`src/design/panel_deploy_supervisor_assert.svh`:
```
// Assertion macros for the panel deploy supervisor.
// PDS_ASSERT checks a property every cycle outside reset.
// PDS_NEVER checks that a condition never holds outside reset.
`ifndef PANEL_DEPLOY_SUPERVISOR_ASSERT_SVH
`define PANEL_DEPLOY_SUPERVISOR_ASSERT_SVH
`ifndef SYNTH
`define PDS_ASSERT(lbl, prop) \
	lbl: assert property (@(posedge clk) disable iff (!arst_n) prop) \
		else $error("pds assertion failed");
`define PDS_NEVER(lbl, cond) \
	lbl: assert property (@(posedge clk) disable iff (!arst_n) !(cond)) \
		else $error("pds forbidden condition seen");
`else
`define PDS_ASSERT(lbl, prop)
`define PDS_NEVER(lbl, cond)
`endif
`endif

```
`src/design/pds_pkg.sv`:
```
package pds_pkg;

	typedef logic [2:0] status_t;
	typedef logic [1:0] op_t;
	typedef logic [1:0] kind_t;

	localparam status_t ST_IDLE     = 3'd0;
	localparam status_t ST_CMD      = 3'd1;
	localparam status_t ST_DEPLOYED = 3'd2;
	localparam status_t ST_TIMEOUT  = 3'd3;
	localparam status_t ST_HOT      = 3'd4;

	localparam op_t OP_MAIN  = 2'd0;
	localparam op_t OP_RED   = 2'd1;
	localparam op_t OP_CHECK = 2'd2;

	localparam kind_t KIND_NONE = 2'd0;
	localparam kind_t KIND_MAIN = 2'd1;
	localparam kind_t KIND_RED  = 2'd2;

	localparam logic CFG_HEATER_TIMEOUT = 1'b0;
	localparam logic CFG_OVERHEAT_LIMIT = 1'b1;

	localparam logic [31:0] HEATER_TIMEOUT_RST = 32'd10;
	localparam logic [11:0] OVERHEAT_LIMIT_RST = 12'd4095;

	// one request as held in the input register
	typedef struct packed {
		op_t         op;
		logic [31:0] cycle_count;
		logic        sensed1;
		logic        sensed2;
		logic [11:0] temp1;
		logic [11:0] temp2;
	} item_t;

endpackage

```
`src/design/pds_in_reg.sv`:
```
module pds_in_reg
	import pds_pkg::*;
(
	input  logic  clk,
	input  logic  arst_n,
	input  logic  in_valid,
	output logic  in_stall,
	input  item_t item_in,
	input  logic  advance,
	output logic  valid_s1,
	output item_t item_s1
);

	logic take;

	// full and not draining this cycle
	assign in_stall = valid_s1 && !advance;
	assign take     = in_valid && !in_stall;

	always_ff @(posedge clk or negedge arst_n) begin
		if (!arst_n) begin
			valid_s1 <= 1'b0;
		end else if (take) begin
			valid_s1 <= 1'b1;
		end else if (advance) begin
			valid_s1 <= 1'b0;
		end
	end

	always_ff @(posedge clk) begin
		if (take) begin
			item_s1 <= item_in;
		end
	end

endmodule

```
`src/design/pds_advance.sv`:
```
module pds_advance
	import pds_pkg::*;
(
	input  status_t     status,
	input  logic [31:0] start,
	input  logic [31:0] now,
	input  logic        sensed,
	input  logic [11:0] temp,
	input  logic [31:0] heater_timeout,
	input  logic [11:0] overheat_limit,
	output status_t     status_next
);

	logic [31:0] elapsed;

	// wraps modulo 2^32 like the cycle counter
	assign elapsed = now - start;

	always_comb begin
		status_next = status;
		if (status == ST_CMD) begin
			if (sensed) begin
				status_next = ST_DEPLOYED;
			end else if (heater_timeout <= elapsed) begin
				status_next = ST_TIMEOUT;
			end else if (temp >= overheat_limit) begin
				status_next = ST_HOT;
			end
		end
	end

endmodule

```
`src/design/panel_deploy_supervisor.sv`:
```
// Panel deploy supervisor: tracks a two-panel deployment driven by a main
// and a redundant heater.
// Input channel (in_valid / in_stall): one request per accepted cycle.
//   op 0 = main deploy, 1 = redundant deploy, 2 = status check, 3 = no-op.
// Output channel (out_valid / out_stall): exactly one result per request,
//   in order: both panel statuses after the request, the statuses reported
//   before a check's update (zero otherwise), and both heater drive bits.
// Config channel (cfg_valid / cfg_ready, always ready): index 0 writes
//   heater_timeout, index 1 writes overheat_limit (low 12 bits of data).
//   Write only while no request is in flight.
// Order: input register, then the result register when it has room.
// Throughput: one request per cycle unless stalled; the input register and
//   the result register form a two-stage pipe, so a request is taken while
//   a result waits. The state update is one pass of compare/subtract logic.
// Stall: when the result is stalled the held request stays in the input
//   register and in_stall rises only once that register is full too.
// Reset: all panels not deployed, drives off, no command active,
//   heater_timeout = 10, overheat_limit = 4095, both channels empty.
module panel_deploy_supervisor
	import pds_pkg::*;
(
	input  logic        clk,
	input  logic        arst_n,
	// request channel
	input  logic        in_valid,
	output logic        in_stall,
	input  logic [1:0]  op,
	input  logic [31:0] cycle_count,
	input  logic        panel1_sensed,
	input  logic        panel2_sensed,
	input  logic [11:0] panel1_temp,
	input  logic [11:0] panel2_temp,
	// result channel
	output logic        out_valid,
	input  logic        out_stall,
	output logic [2:0]  panel1_state,
	output logic [2:0]  panel2_state,
	output logic [2:0]  panel1_reported,
	output logic [2:0]  panel2_reported,
	output logic        main_drive,
	output logic        red_drive,
	// config channel
	input  logic        cfg_valid,
	output logic        cfg_ready,
	input  logic        cfg_index,
	input  logic [31:0] cfg_data
);

	// config registers
	logic [31:0] heater_timeout_q;
	logic [11:0] overheat_limit_q;

	// deployment state; both panels always share one start time
	status_t     p1_status_q, p2_status_q;
	logic [31:0] start_q;
	kind_t       kind_q;
	logic        main_q, red_q;

	// pipe control
	item_t item_in, item_s1;
	logic  valid_s1;
	logic  advance;

	// next state
	status_t     p1_adv, p2_adv;
	status_t     p1_d, p2_d, rep1_d, rep2_d;
	logic [31:0] start_d;
	kind_t       kind_d;
	logic        main_d, red_d;
	logic        finish;

	assign cfg_ready = 1'b1;

	always_ff @(posedge clk or negedge arst_n) begin
		if (!arst_n) begin
			heater_timeout_q <= HEATER_TIMEOUT_RST;
			overheat_limit_q <= OVERHEAT_LIMIT_RST;
		end else if (cfg_valid && cfg_ready) begin
			unique case (cfg_index)
				CFG_HEATER_TIMEOUT: heater_timeout_q <= cfg_data;
				CFG_OVERHEAT_LIMIT: overheat_limit_q <= cfg_data[11:0];
				default: ;
			endcase
		end
	end

	assign item_in = '{
		op:          op,
		cycle_count: cycle_count,
		sensed1:     panel1_sensed,
		sensed2:     panel2_sensed,
		temp1:       panel1_temp,
		temp2:       panel2_temp
	};

	// move the held request into the result register when it has room
	assign advance = valid_s1 && (!out_valid || !out_stall);

	pds_in_reg u_in_reg (
		.clk      (clk),
		.arst_n   (arst_n),
		.in_valid (in_valid),
		.in_stall (in_stall),
		.item_in  (item_in),
		.advance  (advance),
		.valid_s1 (valid_s1),
		.item_s1  (item_s1)
	);

	pds_advance u_adv1 (
		.status         (p1_status_q),
		.start          (start_q),
		.now            (item_s1.cycle_count),
		.sensed         (item_s1.sensed1),
		.temp           (item_s1.temp1),
		.heater_timeout (heater_timeout_q),
		.overheat_limit (overheat_limit_q),
		.status_next    (p1_adv)
	);

	pds_advance u_adv2 (
		.status         (p2_status_q),
		.start          (start_q),
		.now            (item_s1.cycle_count),
		.sensed         (item_s1.sensed2),
		.temp           (item_s1.temp2),
		.heater_timeout (heater_timeout_q),
		.overheat_limit (overheat_limit_q),
		.status_next    (p2_adv)
	);

	// deployment done or failed after a check's update
	assign finish = (p1_adv == ST_DEPLOYED && p2_adv == ST_DEPLOYED) ||
		p1_adv == ST_TIMEOUT || p2_adv == ST_TIMEOUT ||
		p1_adv == ST_HOT || p2_adv == ST_HOT;

	always_comb begin
		p1_d    = p1_status_q;
		p2_d    = p2_status_q;
		rep1_d  = ST_IDLE;
		rep2_d  = ST_IDLE;
		start_d = start_q;
		kind_d  = kind_q;
		main_d  = main_q;
		red_d   = red_q;
		unique case (item_s1.op)
			OP_MAIN: begin
				main_d  = 1'b1;
				p1_d    = ST_CMD;
				p2_d    = ST_CMD;
				start_d = item_s1.cycle_count;
				kind_d  = KIND_MAIN;
			end
			OP_RED: begin
				// a newer command takes over; the older drive stays on
				red_d   = 1'b1;
				p1_d    = ST_CMD;
				p2_d    = ST_CMD;
				start_d = item_s1.cycle_count;
				kind_d  = KIND_RED;
			end
			OP_CHECK: begin
				rep1_d = p1_status_q;
				rep2_d = p2_status_q;
				p1_d   = p1_adv;
				p2_d   = p2_adv;
				if (finish && kind_q == KIND_MAIN) begin
					main_d = 1'b0;
					kind_d = KIND_NONE;
				end else if (finish && kind_q == KIND_RED) begin
					red_d  = 1'b0;
					kind_d = KIND_NONE;
				end
			end
			default: ; // op 3 leaves everything as is
		endcase
	end

	always_ff @(posedge clk or negedge arst_n) begin
		if (!arst_n) begin
			p1_status_q <= ST_IDLE;
			p2_status_q <= ST_IDLE;
			start_q     <= '0;
			kind_q      <= KIND_NONE;
			main_q      <= 1'b0;
			red_q       <= 1'b0;
			out_valid   <= 1'b0;
		end else begin
			if (advance) begin
				p1_status_q <= p1_d;
				p2_status_q <= p2_d;
				start_q     <= start_d;
				kind_q      <= kind_d;
				main_q      <= main_d;
				red_q       <= red_d;
				out_valid   <= 1'b1;
			end else if (!out_stall) begin
				out_valid <= 1'b0;
			end
		end
	end

	// result payload, held while stalled
	always_ff @(posedge clk) begin
		if (advance) begin
			panel1_state    <= p1_d;
			panel2_state    <= p2_d;
			panel1_reported <= rep1_d;
			panel2_reported <= rep2_d;
			main_drive      <= main_d;
			red_drive       <= red_d;
		end
	end

`include "panel_deploy_supervisor_assert.svh"

	// an active command always has its drive on
	`PDS_ASSERT(a_main_kind_drive, (kind_q == KIND_MAIN) |-> main_q)
	`PDS_ASSERT(a_red_kind_drive, (kind_q == KIND_RED) |-> red_q)
	// a stalled result freezes the deployment state
	`PDS_ASSERT(a_stall_holds_state,
		(out_valid && out_stall) |=> ($stable(p1_status_q) && $stable(kind_q)))
	`PDS_NEVER(a_status_range, p1_status_q > ST_HOT || p2_status_q > ST_HOT)

endmodule
```
`config.mk`:
```
export PLATFORM = sky130hd
export DESIGN_NAME = panel_deploy_supervisor
export DESIGN_NICKNAME = d
export VERILOG_FILES = /design/src/design/pds_pkg.sv /design/src/design/pds_in_reg.sv /design/src/design/pds_advance.sv /design/src/design/panel_deploy_supervisor.sv
export VERILOG_INCLUDE_DIRS = /design/src /design/src/design
export SDC_FILE = /design/constraint.sdc
export NUM_CORES = 1
export LEC_CHECK = 0
export BUFFER_PORTS_ARGS = -buffer_cell sky130_fd_sc_hd__buf_2
export CAP_MARGIN = 20
export CORE_ASPECT_RATIO = 0.7
export CORE_MARGIN = 10
export CORE_UTILIZATION = 40
export CTS_BUF_LIST = sky130_fd_sc_hd__clkbuf_8 sky130_fd_sc_hd__clkbuf_16
export DETAILED_ROUTE_END_ITERATION = 8
export GPL_TIMING_DRIVEN = 0
export HOLD_SLACK_MARGIN = 0.03
export PLACE_DENSITY_LB_ADDON = 0.3
export SYNTH_ARGS = -nofsm -noshare
export SYNTH_HDL_FRONTEND = slang
export SYNTH_SLANG_ARGS = --single-unit
```
`constraint.sdc`:
```
create_clock -name clk -period 9.7 [get_ports clk]
set_input_delay 0.485 -clock clk [delete_from_list [all_inputs] [get_ports clk]]
set_output_delay 0.485 -clock clk [all_outputs]
set_load 0.02 [all_outputs]
```
# After elaboration in Yosys (flattened, before gate mapping)

Index checks and enable logic that the tools add are counted.

Bits in registers: 162
Bits of input ports: 98
Logic and storage cells: 86

$add $sub $neg: 1
Order comparisons: 3
Equality and inequality tests: 14
Muxes and demuxes: 22
Bitwise logic cells: 1
Reduce and logical (&&, ||, !) cells: 23

Operators by type and width:

| cell                 | count |
|---|---|
| $le A32 B32 Y1       | 1 |
| $sub A32 B32 Y32     | 1 |
| $ge A12 B12 Y1       | 2 |
| $mux W3              | 8 |
| $eq A3 B2 Y1 const B | 4 |
| $pmux W3 S2          | 2 |
| $mux W1              | 7 |
| $eq A3 B1 Y1 const B | 2 |
| $eq A3 B3 Y1 const B | 2 |
| $logic_and A1 B1 Y1  | 6 |
| $pmux W2 S3          | 1 |
| $reduce_and A2 Y1    | 3 |
| $logic_or A1 B1 Y1   | 5 |
| $eq A2 B1 Y1 const B | 2 |
| $eq A2 B2 Y1 const B | 2 |
| $logic_not A1 Y1     | 4 |
| $mux W2              | 2 |
| $pmux W1 S2          | 2 |
| $ne A3 B3 Y1 const B | 1 |
| $reduce_and A3 Y1    | 1 |
| $reduce_bool A3 Y1   | 1 |
| $logic_not A2 Y1     | 1 |
| $ne A2 B1 Y1 const B | 1 |
| $reduce_bool A2 Y1   | 1 |
| 2 further kinds      | 2 |

# Logic depth before layout (Yosys ltp)

Depth after elaboration: 15
Gate-level depth with buffers: 22
Gate-level depth less buffers: 22

# Cells and area by module

A second synthesis with hierarchy kept.

Cell total of the unflattened synthesis: 1,197
Area total of the unflattened synthesis: 11,942.7 sq um

Modules (own cells, without submodules):

| module                  | times used | cells each | area an instance (sq um) |
|---|---|---|---|
| panel_deploy_supervisor | 1          | 277        | 4,077.7 |
| pds_advance at u_adv2   | 1          | 448        | 3,093.0 |
| pds_advance at u_adv1   | 1          | 407        | 2,912.8 |
| pds_in_reg              | 1          | 65         | 1,859.3 |

# Least setup slack after synthesis

Ideal clock, no wire load.

Kind: register -> register
Start: register, netlist name u_in_reg.item_s1[28]
End: register red_drive (data pin)
Arrival: 4,379 ps
Data required time: 9,445 ps
Path slack: 5,065 ps
Stages on the path, launching flop included: 21
Path buffers: 0
Period minus slack after synthesis: 4,635 ps
Cells stage by stage: edfxtp_1 -> ha_1 -> nor2b_1 -> o21a_1 -> o21ai_1 -> a21oi_1 -> a41o_1 -> o221a_2 -> a21bo_2 -> a311oi_1 -> xor2_1 -> ha_1 -> nand4_1 -> nor3_1 -> a221oi_1 -> o21ai_0 -> o2bb2ai_4 -> a211oi_1 -> o22ai_2 -> a211o_1 -> a31o_1

Word-level cells in the longest chain between the ends: 15

Ends and longest elaborated chain:

| what                            | RTL line                       | source |
|---|---|---|
| $sub A32 B32 Y32 (*)            | pds_advance.sv:17              | `assign elapsed = now - start;` |
| $le A32 B32 Y1 (*)              | pds_advance.sv:24              | `end else if (heater_timeout <= elapsed) begin` |
| $mux W3                         | pds_advance.sv:24              |  |
| $mux W3                         | pds_advance.sv:22              | `if (sensed) begin` |
| $mux W3                         | pds_advance.sv:21              | `if (status == ST_CMD) begin` |
| $eq A3 B2 Y1                    | panel_deploy_supervisor.sv:133 | `assign finish = (p1_adv == ST_DEPLOYED && p2_adv == ST_DEPLOYED) \|\|` |
| $logic_and A1 B1 Y1             | panel_deploy_supervisor.sv:133 |  |
| $logic_or A1 B1 Y1              | panel_deploy_supervisor.sv:133 |  |
| $logic_or A1 B1 Y1 (2 in a row) | panel_deploy_supervisor.sv:134 | `p1_adv == ST_TIMEOUT \|\| p2_adv == ST_TIMEOUT \|\|` |
| $logic_or A1 B1 Y1 (*)          | panel_deploy_supervisor.sv:135 | `p1_adv == ST_HOT \|\| p2_adv == ST_HOT;` |
| $logic_and A1 B1 Y1             | panel_deploy_supervisor.sv:170 | `end else if (finish && kind_q == KIND_RED) begin` |
| $mux W1                         | panel_deploy_supervisor.sv:170 |  |
| $mux W1 (*)                     | panel_deploy_supervisor.sv:167 | `if (finish && kind_q == KIND_MAIN) begin` |
| $pmux W1 S2 (*)                 | panel_deploy_supervisor.sv:146 | `unique case (item_s1.op)` |
| via red_d                       | panel_deploy_supervisor.sv:69  | `logic main_d, red_d;` |
| end signal, assigned            | panel_deploy_supervisor.sv:211 | `red_drive <= red_d;` |
| end, declared                   | panel_deploy_supervisor.sv:41  | `output logic red_drive,` |

The timed path passes the listed nets; every way through them passes the cells marked *.
A chain may end at the register's enable or synchronous reset.

# Worst setup path in the final report

Start: register, netlist name u_in_reg.item_s1[41]
End: register red_drive (data pin)

Word-level cells in the longest chain between the ends: 15

Ends and longest elaborated chain:

| what                            | RTL line |
|---|---|
| $sub A32 B32 Y32 (*)            | pds_advance.sv:17 |
| $le A32 B32 Y1 (*)              | pds_advance.sv:24 |
| $mux W3                         | pds_advance.sv:24 |
| $mux W3                         | pds_advance.sv:22 |
| $mux W3                         | pds_advance.sv:21 |
| $eq A3 B2 Y1                    | panel_deploy_supervisor.sv:133 |
| $logic_and A1 B1 Y1             | panel_deploy_supervisor.sv:133 |
| $logic_or A1 B1 Y1              | panel_deploy_supervisor.sv:133 |
| $logic_or A1 B1 Y1 (2 in a row) | panel_deploy_supervisor.sv:134 |
| $logic_or A1 B1 Y1 (*)          | panel_deploy_supervisor.sv:135 |
| $logic_and A1 B1 Y1             | panel_deploy_supervisor.sv:170 |
| $mux W1                         | panel_deploy_supervisor.sv:170 |
| $mux W1 (*)                     | panel_deploy_supervisor.sv:167 |
| $pmux W1 S2 (*)                 | panel_deploy_supervisor.sv:146 |
| via red_d                       | panel_deploy_supervisor.sv:69 |

Marked as above.

==> impl_metrics.json <==
{
  "status": "complete, no violations",
  "synth_cell_types": 66,
  "layout_commonest_cell": "buf_2",
  "fmax_ghz": 0.1790,
  "wire_per_inst_microns": 16.16,
  "min_from": "panel1_temp[7]",
  "fp.dieW_microns": 198.8,
  "final_core_util_pct": 48.06,
  "first_pass_iters": 5,
  "die_area_sq_um": 28860,
  "async_reset_ff_share_pct": 54.32,
  "rsz0062_at_grt": "false",
  "setup.worst_path.class": "reg2reg",
  "worst-slew-pin-transition_ps": 1006,
  "gr-total-overflow": 0,
  "synthTopCellsByArea": "edfxtp_1 25%, dfrtp_1 21%, ha_1 13%, mux2_2 6.0%, dfstp_2 4.1%",
  "drv_cap": 0,
  "antenna_found_initial": 1,
  "track_usage_pct": 14.32,
  "cpMaxStageDelayCell": "edfxtp_1",
  "crit_chain": "ha_1 > and3_1 > nand3_1 > nor2_1 > nand3_1 > a21oi_1 > o311ai_1 > a32o_1 > a311oi_1 > ha_1 > nand4_1 > nor3_1 > a221oi_1 > o21ai_0 > o2bb2ai_4 > a211oi_1 > o22ai_2 > a211o_1 > a31o_1",
  "clk_latency_ps": 440,
  "cts_buffers": 17,
  "final_antenna_net_count": 0,
  "hold_violations": 0,
  "period_minus_slack_ps": 5587,
  "hpwl_microns": 15480,
  "drv_slew": 0,
  "maxSlewHeadroom_pct": 32.68,
  "layout.nets": 1138,
  "num_vias": 6355,
  "startpoint_type": "flip-flop",
  "die_h_microns": 145.2,
  "post-cts-setup-buffer-count": 0,
  "drt_iter0_markers": 426,
  "fin_crit_sh_pct": 57.60,
  "grt_pass1_vias": 6453,
  "grt_pass1_wl_microns": 33310,
  "synth-seq-cells": 162,
  "cpPeakStageDelay_ps": 420,
  "wirelength_microns": 20100,
  "port_buffers": 113,
  "io_pins": 115,
  "grt_max_degree": 61,
  "synthCells": 814,
  "drc_errors": 0,
  "peakVddDrop_v": 0.0001229,
  "area_growth_pct": 17.29,
  "yosys.area.top_type_share_pct": 24.82,
  "hold_end": "u_in_reg.item_s1[19]$_DFFE_PP_",
  "syn_avg_cell_area_sq_um": 11.00,
  "reg2reg_slack_ps": 4110,
  "hold_path_class": "in2reg",
  "cts_tree": "done",
  "vias_per_cell": 5.109,
  "htreeDepth": 4,
  "drive_gt1_share_pct": 23.31,
  "tns_ps": 0,
  "clockRootBuffer": "clkbuf_16",
  "holdPathStages": 1,
  "clkSinkCount": 162,
  "p_leak_nw": 4.600,
  "reg2reg_to": "red_drive$_DFFE_PP_",
  "gp_congestion": 0.8168,
  "crit_buf_inv": 0,
  "path_delay_family": "compound AO/OA/AOI/OAI gates",
  "rows": 45,
  "worstReg2RegStart": "u_in_reg.item_s1[41]$_DFFE_PP_",
  "p_per_area_nw_per_um2": 229.2,
  "clkTransAtPathRegs_ps": 70,
  "netlist_area_sq_um": 8952,
  "coreArea_sq_um": 21850,
  "finClkSkew_ps": 11.88,
  "worstPathArrival_ps": 5760,
  "yosys.area.top_type": "edfxtp_1",
  "yosysWarnings": 0,
  "synth_edf_count": 74,
  "finalSetupViolCount": 0,
  "ys_seq_area_share_pct": 49.62,
  "reg2reg_depth": 19,
  "critPathRequiredTime_ps": 9880,
  "final_cell_mix": "112 x buf_2, 91 x ha_1, 81 x nand2_1",
  "syn_nets": 1004,
  "clk_path_buf_depth": 2,
  "crit_fanout": 10,
  "start_util_pct": 40.98,
  "synthFlopType": "edfxtp_1",
  "worst_setup_path_end_kind": "flip-flop"
}
## sequential cells by signal, summed over array words and instances (netlist names), 12 cells and up
name,count
u_in_reg.item_s1,60
heater_timeout_q,32
start_q,32
overheat_limit_q,12
## cell type report
| type | instances | area, sq um |
|---|---|---|
| Sequential cell | 162 | 4442 |
| Clock inverter | 15 | 158.9 |
| Timing Repair Buffer | 115 | 605.6 |
| Clock buffer | 17 | 425.4 |
| Fill cell | 2022 | 11350 |
| Tap cell | 282 | 352.8 |
| Inverter | 64 | 240.2 |
| Buffer | 21 | 82.58 |
| Antenna cell | 1 | 2.502 |
| Multi-Input combinational cell | 567 | 4190 |
## synthesized netlist by cell type, types with 17 or more instances
master and count:
a21oi_1 52, ha_1 91, nand3_1 17, o21ai_0 50, mux2_2 48, inv_1 64, nand2_1 81, clkbuf_1 20
xor2_1 19, dfrtp_1 74, nor2_1 41, edfxtp_1 74
## where the power goes
part / switching (W) / total, W / internal [W]
clock: 0.000291 / 0.000672 / 0.000381
combinational: 0.000488 / 0.000849 / 0.000361
sequential: 0.0000553 / 0.000886 / 0.000830
total: 0.000834 / 0.00241 / 0.00157
## how the worst max path moves through the flow
stage | startpoint | to | slack (ps) | cells after the start
global placement | u_in_reg.item_s1[41]$_DFFE_PP_ | red_drive$_DFFE_PP_ | 4240 | 19
detailed placement | u_in_reg.item_s1[41]$_DFFE_PP_ | red_drive$_DFFE_PP_ | 4200 | 19
CTS | u_in_reg.item_s1[41]$_DFFE_PP_ | red_drive$_DFFE_PP_ | 4150 | 19
global route | u_in_reg.item_s1[41]$_DFFE_PP_ | red_drive$_DFFE_PP_ | 3710 | 19
floorplan | u_in_reg.item_s1[28]$_DFFE_PP_ | red_drive$_DFFE_PP_ | 5070 | 20
finish | u_in_reg.item_s1[41]$_DFFE_PP_ | red_drive$_DFFE_PP_ | 4110 | 19
## cells by family (layout without fill, tap and decap cells)
logic type,count (synthesis),count (layout),synth area share [%]
AO/OA/AOI/OAI,186,186,13.38
XOR/XNOR,27,27,2.642
adder cells (fa/ha/maj),92,92,12.94
buffers and inverters,85,232,3.606
flip-flops,162,162,49.62
multiplexers,48,48,6.038
other,1,2,0.04189
AND/OR/NAND/NOR,213,213,11.74
## repair_timing
action,CTS,global route
hold endpoints to repair,25,0
hold buffers,1,0
gates resized for setup,0,0
## routing by layer
metal  vias up  part of all wire, %  GRT usage [%]
met1      3002                   51          20.30
met3        19                  5.3          4.083
met2       115                   43          20.57
li1       3219                    -              -
met4         0                  1.0          4.260
met5         -                    0              0
## through the flow
step / power, W / instance area [sq um] / setup WS (ps) / hold slack, ps / std cells
detailed placement: 0.001745 / 9903 / 4195 / 479.1 / 1210
CTS: 0.002432 / 10500 / 4154 / 197.1 / 1243
global route: 0.002596 / 10500 / 3715 / 192.0 / 1243
global placement: 0.001724 / 9871 / 4244 / 474.2 / 1209
finish: 0.002407 / 10500 / 4113 / 218.9 / 1244
floorplan: 0.001528 / 8952 / 5065 / 189.4 / 814
(Power assumes the default switching activity.)
